## src/hdl/assert_macros.svh

```systemverilog
// Concurrent check helpers; clk and rst are taken from the enclosing module.
`ifndef ASSERT_MACROS_SVH
`define ASSERT_MACROS_SVH

// Plain property that must hold at every clock edge out of reset.
`define SMS_ASSERT(label, prop, msg) \
  label: assert property (@(posedge clk) disable iff (rst) (prop)) else $error(msg);

// Same-cycle implication.
`define SMS_ASSERT_IMP(label, ante, cons, msg) \
  label: assert property (@(posedge clk) disable iff (rst) (ante) |-> (cons)) else $error(msg);

// Next-cycle implication.
`define SMS_ASSERT_NEXT(label, ante, cons, msg) \
  label: assert property (@(posedge clk) disable iff (rst) (ante) |=> (cons)) else $error(msg);

`endif

```

## src/hdl/sms_pkg.sv

```systemverilog
`timescale 1ns / 1ps
`default_nettype none

package sms_pkg;

  localparam int CFG_W     = 6;
  localparam int CFG_IDX_W = 1;
  localparam int ROW_W     = 5;
  localparam int COL_W     = 5;
  localparam int VAL_W     = 32;
  // Flat position width: covers 63 * 63 elements.
  localparam int POS_W     = 12;

  localparam logic [CFG_IDX_W-1:0] REG_ROWS = CFG_IDX_W'(0);
  localparam logic [CFG_IDX_W-1:0] REG_COLS = CFG_IDX_W'(1);

  typedef enum logic {
    ACT_LOAD  = 1'b0,
    ACT_QUERY = 1'b1
  } action_t;

  typedef enum logic [1:0] {
    S_IDLE,
    S_SETUP,
    S_PROBE,
    S_DONE
  } state_t;

  typedef struct packed {
    logic write_word;
    logic start;
    logic advance;
    logic issue;
    logic mark_hit;
    logic emit;
  } dp_cmd_t;

  typedef struct packed {
    logic empty;
    logic hit;
  } dp_status_t;

endpackage

`default_nettype wire

```

## src/hdl/sms_controller.sv

```systemverilog
`timescale 1ns / 1ps
`default_nettype none
`include "assert_macros.svh"

module sms_controller import sms_pkg::*; (
  input  wire logic       clk,
  input  wire logic       rst,
  input  wire logic       in_valid,
  input  wire logic       in_action,
  output logic            in_ready,
  output logic            out_valid,
  input  wire logic       out_ready,
  output dp_cmd_t         cmd,
  input  wire dp_status_t status
);

  state_t state;
  state_t state_next;
  logic   out_valid_next;
  logic   out_free;
  logic   in_take;

  assign out_free = !out_valid || out_ready;
  assign in_take  = in_valid && in_ready;

  always_ff @(posedge clk) begin
    if (rst) begin
      state     <= S_IDLE;
      out_valid <= 1'b0;
    end else begin
      state     <= state_next;
      out_valid <= out_valid_next;
    end
  end

  always_comb begin
    state_next     = state;
    cmd            = '0;
    in_ready       = 1'b0;
    out_valid_next = out_valid && !out_ready;
    case (state)
      S_IDLE: begin
        in_ready = 1'b1;
        if (in_take) begin
          if (in_action == ACT_QUERY) begin
            cmd.start  = 1'b1;
            state_next = S_SETUP;
          end else begin
            cmd.write_word = 1'b1;
          end
        end
      end
      S_SETUP: begin
        // empty matrix: skip straight to the not-found answer
        if (status.empty) begin
          state_next = S_DONE;
        end else begin
          cmd.issue  = 1'b1;
          state_next = S_PROBE;
        end
      end
      S_PROBE: begin
        cmd.advance = 1'b1;
        if (status.hit) begin
          cmd.mark_hit = 1'b1;
          state_next   = S_DONE;
        end else if (status.empty) begin
          state_next = S_DONE;
        end else begin
          cmd.issue = 1'b1;
        end
      end
      S_DONE: begin
        // hold the answer until the output register is free
        if (out_free) begin
          cmd.emit       = 1'b1;
          out_valid_next = 1'b1;
          state_next     = S_IDLE;
        end
      end
      default: begin
        state_next = S_IDLE;
      end
    endcase
  end

  `SMS_ASSERT_IMP(a_emit_into_free, cmd.emit, out_free, "result emitted over a pending word")
  `SMS_ASSERT_IMP(a_issue_nonempty, cmd.issue, !status.empty, "probe issued on an empty range")
  `SMS_ASSERT_NEXT(a_query_setup, in_take && (in_action == ACT_QUERY), state == S_SETUP,
                   "query accepted without entering setup")

endmodule

`default_nettype wire

```

## config.mk

```make
export PLATFORM = sky130hd
export DESIGN_NAME = sms_controller
export DESIGN_NICKNAME = d
export VERILOG_FILES = /design/src/hdl/sms_pkg.sv /design/src/hdl/sms_controller.sv
export VERILOG_INCLUDE_DIRS = /design/src /design/src/hdl
export SDC_FILE = /design/constraint.sdc
export NUM_CORES = 1
export LEC_CHECK = 0
export BUFFER_PORTS_ARGS = -buffer_cell sky130_fd_sc_hd__buf_4
export CORE_AREA = 2 2 39 41
export CTS_BUF_LIST = sky130_fd_sc_hd__clkbuf_4 sky130_fd_sc_hd__clkbuf_8
export CTS_CLUSTER_DIAMETER = 80
export CTS_CLUSTER_SIZE = 25
export DETAILED_ROUTE_END_ITERATION = 7
export DIE_AREA = 0 0 41 43
export SYNTH_ARGS = -nofsm -noshare
export SYNTH_HDL_FRONTEND = slang
export SYNTH_SLANG_ARGS = --single-unit
```

## constraint.sdc

```tcl
create_clock -name clk -period 1.7 [get_ports clk]
set_input_delay 0.34 -clock clk [delete_from_list [all_inputs] [get_ports clk]]
set_output_delay 0.34 -clock clk [all_outputs]
set_load 0.005 [all_outputs]
```

== Word-level counts from Yosys, hierarchy flattened ==
Index checks and enable logic that the tools add are counted.
Storage, ports and cells
  bits of input ports: 7
  bits in registers: 3
  output and inout bits: 8
  word-level logic and storage cells: 38
Cells by class
  eq/ne operators: 7
  reductions and logical operators: 7
  mux-type cells: 22
Operators by type and width (count)
  $mux 2: 7
  $mux 1: 13
  $pmux 2 s4: 1
  $ne 2x2->1 const B: 3
  $eq 2x2->1 const B: 2
  $reduce_and 4->1: 1
  $ne 3x3->1 const B: 1
  $eq 2x1->1 const B: 1
  $logic_and 1x1->1: 2
  $logic_not 1->1: 2
  $logic_not 2->1: 1
  $pmux 1 s2: 1
  $logic_or 1x1->1: 1

== Depth between registers and ports, before layout ==
Gate-level depths: netlist of run 1.
  word-level depth: 5
  gate-level depth with buffers: 5
  depth with buffers taken out: 5

== Least setup slack after synthesis of run 1 ==
No wires, ideal clock.
  kind: reg2reg
  from: reg state[0]
  to: reg state[0]
  data arrival time: 1.279 ns
  buffers on the path: 0
  period minus slack after synthesis: 1.350 ns
  required time: 1.628 ns
  library setup time: 0.072 ns
  stages on the path, launching flop included: 6
  setup slack: 0.350 ns
  path through: dfxtp_1 inv_1 ha_1 nor3b_1 a221oi_2 mux2i_1
Between the ends
  word-level cells in the longest chain between the ends: 5
  elaborated cells between the ends (all ways): 12
  classes of those cells: 7 x eq/ne; 2 x mux; 3 x reduce/logical
Ends and longest elaborated chain
  from (decl): line sms_controller.sv:17  | state_t state;
  from (signal assigned): line sms_controller.sv:31  | state <= state_next;
  $logic_not 2->1: line sms_controller.sv:41  | case (state)
  $mux 1: line sms_controller.sv:41
  $logic_and 1x1->1: line sms_controller.sv:24  | assign in_take = in_valid && in_ready;
  $ne 2x2->1 (no line)
  $reduce_and 4->1 (no line)
Several ways; a longest one is shown, not always the timed one.
A chain may end at the register's enable or synchronous reset.

==> results of run 1 <==
-- cell usage after synthesis, types with 2 or more instances --
cell,count
and3_1,2
dfxtp_1,3
ha_1,5
inv_1,4
mux2i_1,2
nand2_1,5
nor2_1,3
nor3b_1,2
-- power breakdown --
part / internal, uW / switching (uW) / leakage, uW
Combinational: 169 / 132 / 0.000182
Clock: 104 / 36.6 / 0.0000184
Sequential: 97.6 / 29.3 / 0.0000253
Total: 371 / 198 / 0.000226
-- sequential cells by signal, summed over array words and instances (netlist names) --
| name | count |
|---|---|
| out_valid | 1 |
| state | 2 |
-- repair_timing --
item,in CTS,in global routing
setup endpoints to repair,1,1
setup buffers,0,0
resized for setup,2,2
hold buffers,0,0
-- layout make-up --
cell class | instances | share of cell area, %
Clock buffer | 4 | 6.78
Tap cell | 16 | 4.52
Timing Repair Buffer | 14 | 23.7
Sequential cell | 3 | 14.1
Inverter | 4 | 3.39
Multi-Input combinational cell | 26 | 47.5
-- worst min-delay path by stage --
| stage | from | endpoint | cells after the start |
|---|---|---|---|
| after floorplan | rst | out_valid$_SDFF_PP0_ | 1 |
| after global placement | rst | out_valid$_SDFF_PP0_ | 2 |
| after detailed placement | rst | out_valid$_SDFF_PP0_ | 2 |
| after CTS | rst | out_valid$_SDFF_PP0_ | 2 |
| after global routing | rst | out_valid$_SDFF_PP0_ | 2 |
| final | rst | out_valid$_SDFF_PP0_ | 2 |
-- layer usage --
metal | up-vias | routed length [um] | track usage (%)
met5 | - | 0 | 0
met4 | 0 | 0 | 2.00
met3 | 0 | 72 | 6.28
met2 | 13 | 234 | 8.44
met1 | 116 | 279 | 9.24
li1 | 145 | - | -
-- cell families after synthesis --
logic type,synth area share [%]
compound gates,9.91
buf+inv,5.40
flops,21.6
fa+ha+maj,22.5
mux,7.21
simple gates,33.3
-- per-stage QoR --
stage	setup WS, ns	hold slack (ns)	util [%]	power, uW	cells
2_1_floorplan	0.350	0.412	-	301	33
3_3_place_gp	0.236	0.509	29.1	419	63
3_5_place_dp	0.245	0.511	29.1	419	63
4_1_cts	0.0511	0.265	31.5	573	67
5_1_grt	0.0169	0.269	32.0	624	67
6_report	0.0830	0.273	32.0	569	67
==> results.tsv, run 1 <==
metric	value	unit
most common cell after layout, fill and taps aside	buf_4	
most frequent cells in the layout	14 x buf_4, 5 x nand2_1, 4 x inv_1, 4 x ha_1, 4 x clkbuf_4	
number of max-cap violations	0	
gp weighted congestion	0.686	
initial core utilization	20.1	%
Syn. warnings	0	
Synth cell types	15	
area occupied by multi-input gates	210	um^2
first-pass GRT wire length	814	um
Die Y-Extent	43	um
CP Capture Type	output port	
Final TNS setup	0	ns
Seq/Total Area, Yosys	21.6	%
ys flop type	dfxtp_1	
Yosys top cell by area	ha_1	
Fillers	156	
Synth Cell Area	278	um^2
row cnt	14	
drt first pass iters	2	
layout cells sized above 1	49.0	%
Slew Limit Fails	0	
pin count of the biggest net entering global routing	7	
status	finished clean	
Syn Nets	45	
Least-Margin Pin Slew	0.287	ns
H-tree levels	1	
maximum root-to-sink buffer count	2	
flop2flop setup slack	0.34	ns
crit-path max FO	6	
register area	62.6	um^2
Final min period	1.62	ns
diode count	0	
Peak Freq	0.618	GHz
reg2reg path depth	5	
Finish-stage setup viols	0	
Critical Path Start Type	flop	
WL final	587	um
Overflow after GRT	0	
root buf cell	clkbuf_4	
# port buffers	14	
Vias/cell	4.09	
Synth Area per Inst	8.42	um^2
Worst Setup SP	state[0]$_SDFFE_PP0P_	
number of buffers created by CTS	3	
area delta synth->final	59.5	%
CTS sink cnt	3	
post-route ant nets	0	
top post-synthesis cells by area	ha_1 23%, dfxtp_1 22%, mux2i_1 7.2%	
I/O pin count	15	
Slowest-stage cell, CP	dfxtp_2	
Worst-Skew Late Latency	0.23	ns
initial antenna violation count	0	
DP Area	403	um^2
Post-synth EDFFs	0	
top cell type's share of synthesized area	22.5	%
Final period util	95.1	%
Synth Instances	33	
clk slew on worst S/H paths	0.04	ns
capture point of the worst path	cmd[2]	
1st-iter DRT viols	3	
Layout Nets	64	
CP bufs+invs	2	
critical path arrival	1.28	ns
DRC viols	0	
Vias	274	
leakage	0.000226	uW
ys async rst share	0	%
Post-Layout Inst Area	443	um^2
PwrDens	1280	nW/um^2
Peak VDD IR	409	uV
CTS tree	yes	
Slew Limit Headroom	80.9	%
FF-to-FF Start	state[0]$_SDFFE_PP0P_	
Clock Skew	0.00330	ns
DIE AREA	1760	um^2
slowest cell delay on critical path	0.37	ns
Crit Path Class	flop to output port	
register bit total from synthesis	3	
Total Routing Usage GR	7.11	%
Crit Reg-Reg Endpoint	state[0]$_SDFFE_PP0P_	
wire length per cell	8.76	um
critical path required time	1.36	ns
Hold Path Class	input pin to flop	
vias in the first global route	212	
RSZ-0062 raised after global routing	no	
endpoints failing hold	0	
Levels on crit path	4	
kind of cell adding the most delay to the critical path	flip-flops	
DIE WIDTH	41	um
Core Region	1380	um^2
crit-path cells	inv_1 -> ha_1 -> nor3b_2 -> buf_4	
HPWL after DPL	477	um
(Power assumes the default switching activity.)
==> inputs of run 2 (changes only) <==
- PLACE_DENSITY_LB_ADDON: unset -> 0.12
==> run 2 against run 1 <==
- non-clock buffer count is the same
- final area increased by 1.4%
- routed wire length grew 18%
- first-iteration DRC count increased by 67%
- maximum frequency shrank 0.23%
- critical path depth is the same
- critical endpoint unchanged
- worst hold slack gained 0.0076 ns
- highest routed layer unchanged
- largest cell class unchanged
- register-to-register slack about the same
- die area unchanged
- combinational power up 7.0%
- clock power hardly changed
==> results.tsv, run 2 (synthesis results as in run 1) <==
metric	value	unit
status	finished clean	
max FFs per register	2	
Finish-stage setup viols	0	
power share of the sequential group	22.1	%
Fillers	153	
I/O pin count	15	
maximum root-to-sink buffer count	2	
number of buffers created by CTS	3	
Slowest-stage cell, CP	dfxtp_4	
WL final	693	um
CTS sink cnt	3	
post-layout util	32.5	%
Clock Skew	0.00140	ns
Post-Layout Inst Area	449	um^2
Least-Margin Pin Slew	0.316	ns
DP Area	403	um^2
Die Y-Extent	43	um
pin count of the biggest net entering global routing	7	
layout cells sized above 1	51.0	%
critical path required time	1.36	ns
Layout Nets	64	
drt first pass iters	2	
most frequent cells in the layout	14 x buf_4, 5 x nand2_1, 4 x inv_1, 4 x ha_1, 4 x clkbuf_4	
Slew Limit Fails	0	
area delta synth->final	61.7	%
number of max-cap violations	0	
Hold WS	0.281	ns
clock share of power	23.6	%
Vias/cell	4.16	
Peak Freq	0.617	GHz
vias in the first global route	278	
PwrDens	1320	nW/um^2
most common cell after layout, fill and taps aside	buf_4	
Post-CTS Hold Buffers	0	
gp weighted congestion	0.724	
Final period util	95.3	%
HPWL after DPL	571	um
Overflow after GRT	0	
crit-path max FO	6	
Final min period	1.62	ns
diode count	0	
row cnt	14	
Crit Path Class	flop to output port	
critical path arrival	1.28	ns
sw power	213	uW
top flop regs	state x2, out_valid x1	
switching share of power	35.9	%
Total Routing Usage GR	9.31	%
clk slew on worst S/H paths	0.04	ns
initial core utilization	20.1	%
Slew Limit Headroom	78.9	%
# port buffers	14	
root buf cell	clkbuf_4	
Peak VDD IR	350	uV
Vias	279	
slowest cell delay on critical path	0.36	ns
leakage	0.000226	uW
initial antenna violation count	0	
1st-iter DRT viols	5	
post-route ant nets	0	
Final TNS setup	0	ns
first-pass GRT wire length	1080	um
CP Capture Type	output port	
crit-path cells	inv_1 -> ha_1 -> nor3b_2 -> buf_4	
DRC viols	0	
H-tree levels	1	
endpoints failing hold	0	
CTS tree	yes	
Power Internal	381	uW
wire length per cell	10.3	um
DIE WIDTH	41	um
Hold Path Class	input pin to flop	
Core Region	1380	um^2
Worst-Skew Late Latency	0.23	ns
Reg with most FFs	state	
DIE AREA	1760	um^2
Critical Path Start Type	flop	
Comb power frac	54.3	%
[run 2: cell counts in the layout (fill, tap and decap cells not counted)]
No cell type changed its count.
[run 2: through the flow]
stage	cells	power, uW	setup slack (ns)
2_1_floorplan	33	301	0.350
3_3_place_gp	63	422	0.243
3_5_place_dp	63	433	0.204
4_1_cts	67	581	0.0273
5_1_grt	67	651	-0.0121
6_report	67	594	0.0793
[run 2: layer usage]
layer	vias up	GRT usage (%)	part of all wire (%)
li1	146	-	-
met1	123	8.92	38
met2	10	15.6	54
met3	0	6.28	7.1
met4	0	2.00	0
met5	-	0	0
[run 2: power by group through the flow]
| stage | Clock (uW) | Combinational [uW] | Sequential, uW |
|---|---|---|---|
| final | 140 | 322 | 132 |
| after global placement | 0 | 300 | 122 |
| after CTS | 143 | 310 | 128 |
| after floorplan | 0 | 186 | 115 |
| after global routing | 156 | 359 | 137 |
| after detailed placement | 0 | 308 | 125 |
[run 2: critical path: cells and delay by family (launching register included)]
family | cells | cell delay, ns
AND/OR/NAND/NOR | 1 | 0.16
adder cells (fa/ha/maj) | 1 | 0.32
flip-flops | 1 | 0.36
buffers and inverters | 2 | 0.21
[run 2: cell type report]
cell class                      instances  area (um^2)  area share (%)
Clock buffer                            4         30.0            6.69
Inverter                                4         15.0            3.34
Multi-Input combinational cell         26          214            47.6
Sequential cell                         3         65.1            14.5
Tap cell                               16         20.0            4.46
Timing Repair Buffer                   14          105            23.4
[run 2: worst paths after layout]
check	from	to	slack, ns	cells past startpoint
worst max-delay path	state[0]$_SDFFE_PP0P_	cmd[2]	0.08	4
worst min-delay path	rst	out_valid$_SDFF_PP0_	0.28	2
worst max register to register	state[0]$_SDFFE_PP0P_	state[0]$_SDFFE_PP0P_	0.33	5
worst min register to register	state[1]$_SDFFE_PP0P_	state[1]$_SDFFE_PP0P_	0.50	2
[run 2: what timing repair did]
action	4_1_cts	5_1_grt
pin swaps	0	0
setup endpoints to repair	1	1
resized for setup	2	4
gates cloned	0	0
setup buffers	0	0
==> inputs of run 3 (changes only) <==
- MAX_ROUTING_LAYER: unset -> met4
- clock period: 1.7 -> 1.85 ns (I/O delays scaled with it)
==> run 3 against run 2 <==
- non-clock buffer count is the same
- final cell count is the same
- combinational power shrank 16%
- count of clock-buffer cells in the layout is the same
- critical path depth is the same
- via count shrank 4.3%
- highest routed layer unchanged
==> results.tsv, run 3 (synthesis results as in run 1) <==
metric	value	unit
status	finished clean	
flop2flop setup slack	0.43	ns
capture point of the worst path	cmd[2]	
initial core utilization	20.1	%
Reg with most FFs	state	
I/O pin count	15	
HPWL after DPL	523	um
root buf cell	clkbuf_4	
Post-Place Cells	63	
Final TNS setup	0	ns
number of max-cap violations	0	
Crit Reg-Reg Endpoint	state[0]$_SDFFE_PP0P_	
# port buffers	14	
RSZ-0062 raised after global routing	no	
Worst-Skew Late Latency	0.23	ns
Layout Nets	64	
PnR worst setup slack	0.192	ns
drt first pass iters	2	
Final min period	1.66	ns
Vias/cell	3.99	
Fillers	155	
Finish-stage setup viols	0	
CTS tree	yes	
Hold WS	0.300	ns
initial antenna violation count	0	
Crit Path Class	flop to output port	
layout cells sized above 1	45.1	%
diode count	0	
FF-to-FF Start	state[0]$_SDFFE_PP0P_	
PwrDens	1190	nW/um^2
Overflow after GRT	0	
pin count of the biggest net entering global routing	7	
top flop regs	state x2, out_valid x1	
Clock Skew	0.00276	ns
WL final	650	um
most common cell after layout, fill and taps aside	buf_4	
CTS sink cnt	3	
area delta synth->final	56.8	%
clk slew on worst S/H paths	0.04	ns
Core Region	1380	um^2
Die Y-Extent	43	um
reg2reg path depth	5	
Peak Freq	0.603	GHz
most frequent cells in the layout	14 x buf_4, 5 x nand2_1, 5 x ha_1, 4 x inv_1, 4 x clkbuf_4	
number of buffers created by CTS	3	
Least-Margin Pin Slew	0.321	ns
leakage	0.000226	uW
Slew Limit Headroom	78.6	%
Vias	267	
post-layout util	31.5	%
max FFs per register	2	
post-route ant nets	0	
CP Capture Type	output port	
gp weighted congestion	0.729	
DRC viols	0	
endpoints failing hold	0	
1st-iter DRT viols	1	
critical path arrival	1.29	ns
Peak VDD IR	460	uV
H-tree levels	1	
Hold Path Class	input pin to flop	
Critical Path Start Type	flop	
row cnt	14	
first-pass GRT wire length	1080	um
Final period util	89.6	%
vias in the first global route	262	
critical path required time	1.48	ns
wire length per cell	9.70	um
maximum root-to-sink buffer count	2	
DIE AREA	1760	um^2
DIE WIDTH	41	um
Slew Limit Fails	0	
dpl ws	0.345	ns
crit-path max FO	6	
Total Routing Usage GR	9.44	%
Worst Setup SP	state[0]$_SDFFE_PP0P_	
Final Non-Filler Cells	67	
==> run 3: worst max-delay path: stages (launching register included) <==
cell     delay, ns
dfxtp_2       0.37
inv_1         0.09
ha_1          0.29
nor3b_1       0.18
buf_4         0.14
==> run 3: report_power, final <==
part / internal [uW] / switching (uW)
clock network: 95.3 / 33.2
registers: 89.7 / 27.4
logic: 151 / 120
==> run 3: worst min path at each step <==
stage,cells past startpoint,to,slack (ns),start
finish,2,out_valid$_SDFF_PP0_,0.30,rst
global route,2,out_valid$_SDFF_PP0_,0.29,rst
CTS,2,out_valid$_SDFF_PP0_,0.29,rst
detailed placement,2,state[1]$_SDFFE_PP0P_,0.52,state[1]$_SDFFE_PP0P_
global placement,2,state[1]$_SDFFE_PP0P_,0.51,state[1]$_SDFFE_PP0P_
floorplan,1,out_valid$_SDFF_PP0_,0.44,rst
==> run 3: per-stage QoR <==
| stage | instance area (um^2) | power, uW |
|---|---|---|
| 6_report | 435 | 517 |
| 5_1_grt | 435 | 575 |
| 4_1_cts | 433 | 524 |
| 3_5_place_dp | 403 | 389 |
| 3_3_place_gp | 403 | 386 |
| 2_1_floorplan | 278 | 277 |
==> run 3: cell type report <==
| type | instances | area [um^2] | share of cell area (%) |
|---|---|---|---|
| Inverter | 4 | 15.0 | 3.45 |
| Timing Repair Buffer | 14 | 105 | 24.1 |
| Tap cell | 16 | 20.0 | 4.60 |
| Multi-Input combinational cell | 26 | 203 | 46.6 |
| Clock buffer | 4 | 30.0 | 6.90 |
| Sequential cell | 3 | 62.6 | 14.4 |
==> run 3: repair_timing <==
action	in CTS	in global routing
resized for setup	0	2
hold buffers	0	0
buffers inserted	0	0
setup endpoints to repair	0	1
==> run 3: per-layer routing <==
layer  routed length [um]  part of all wire (%)  GRT usage (%)  vias to the layer above
li1                     -                     -              -                      145
met2                  301                    46           12.2                       10
met1                  303                    47           11.1                      112
met5                    0                     0              -                        -
met3                   46                   7.1           6.81                        0
met4                    0                     0           3.33                        0
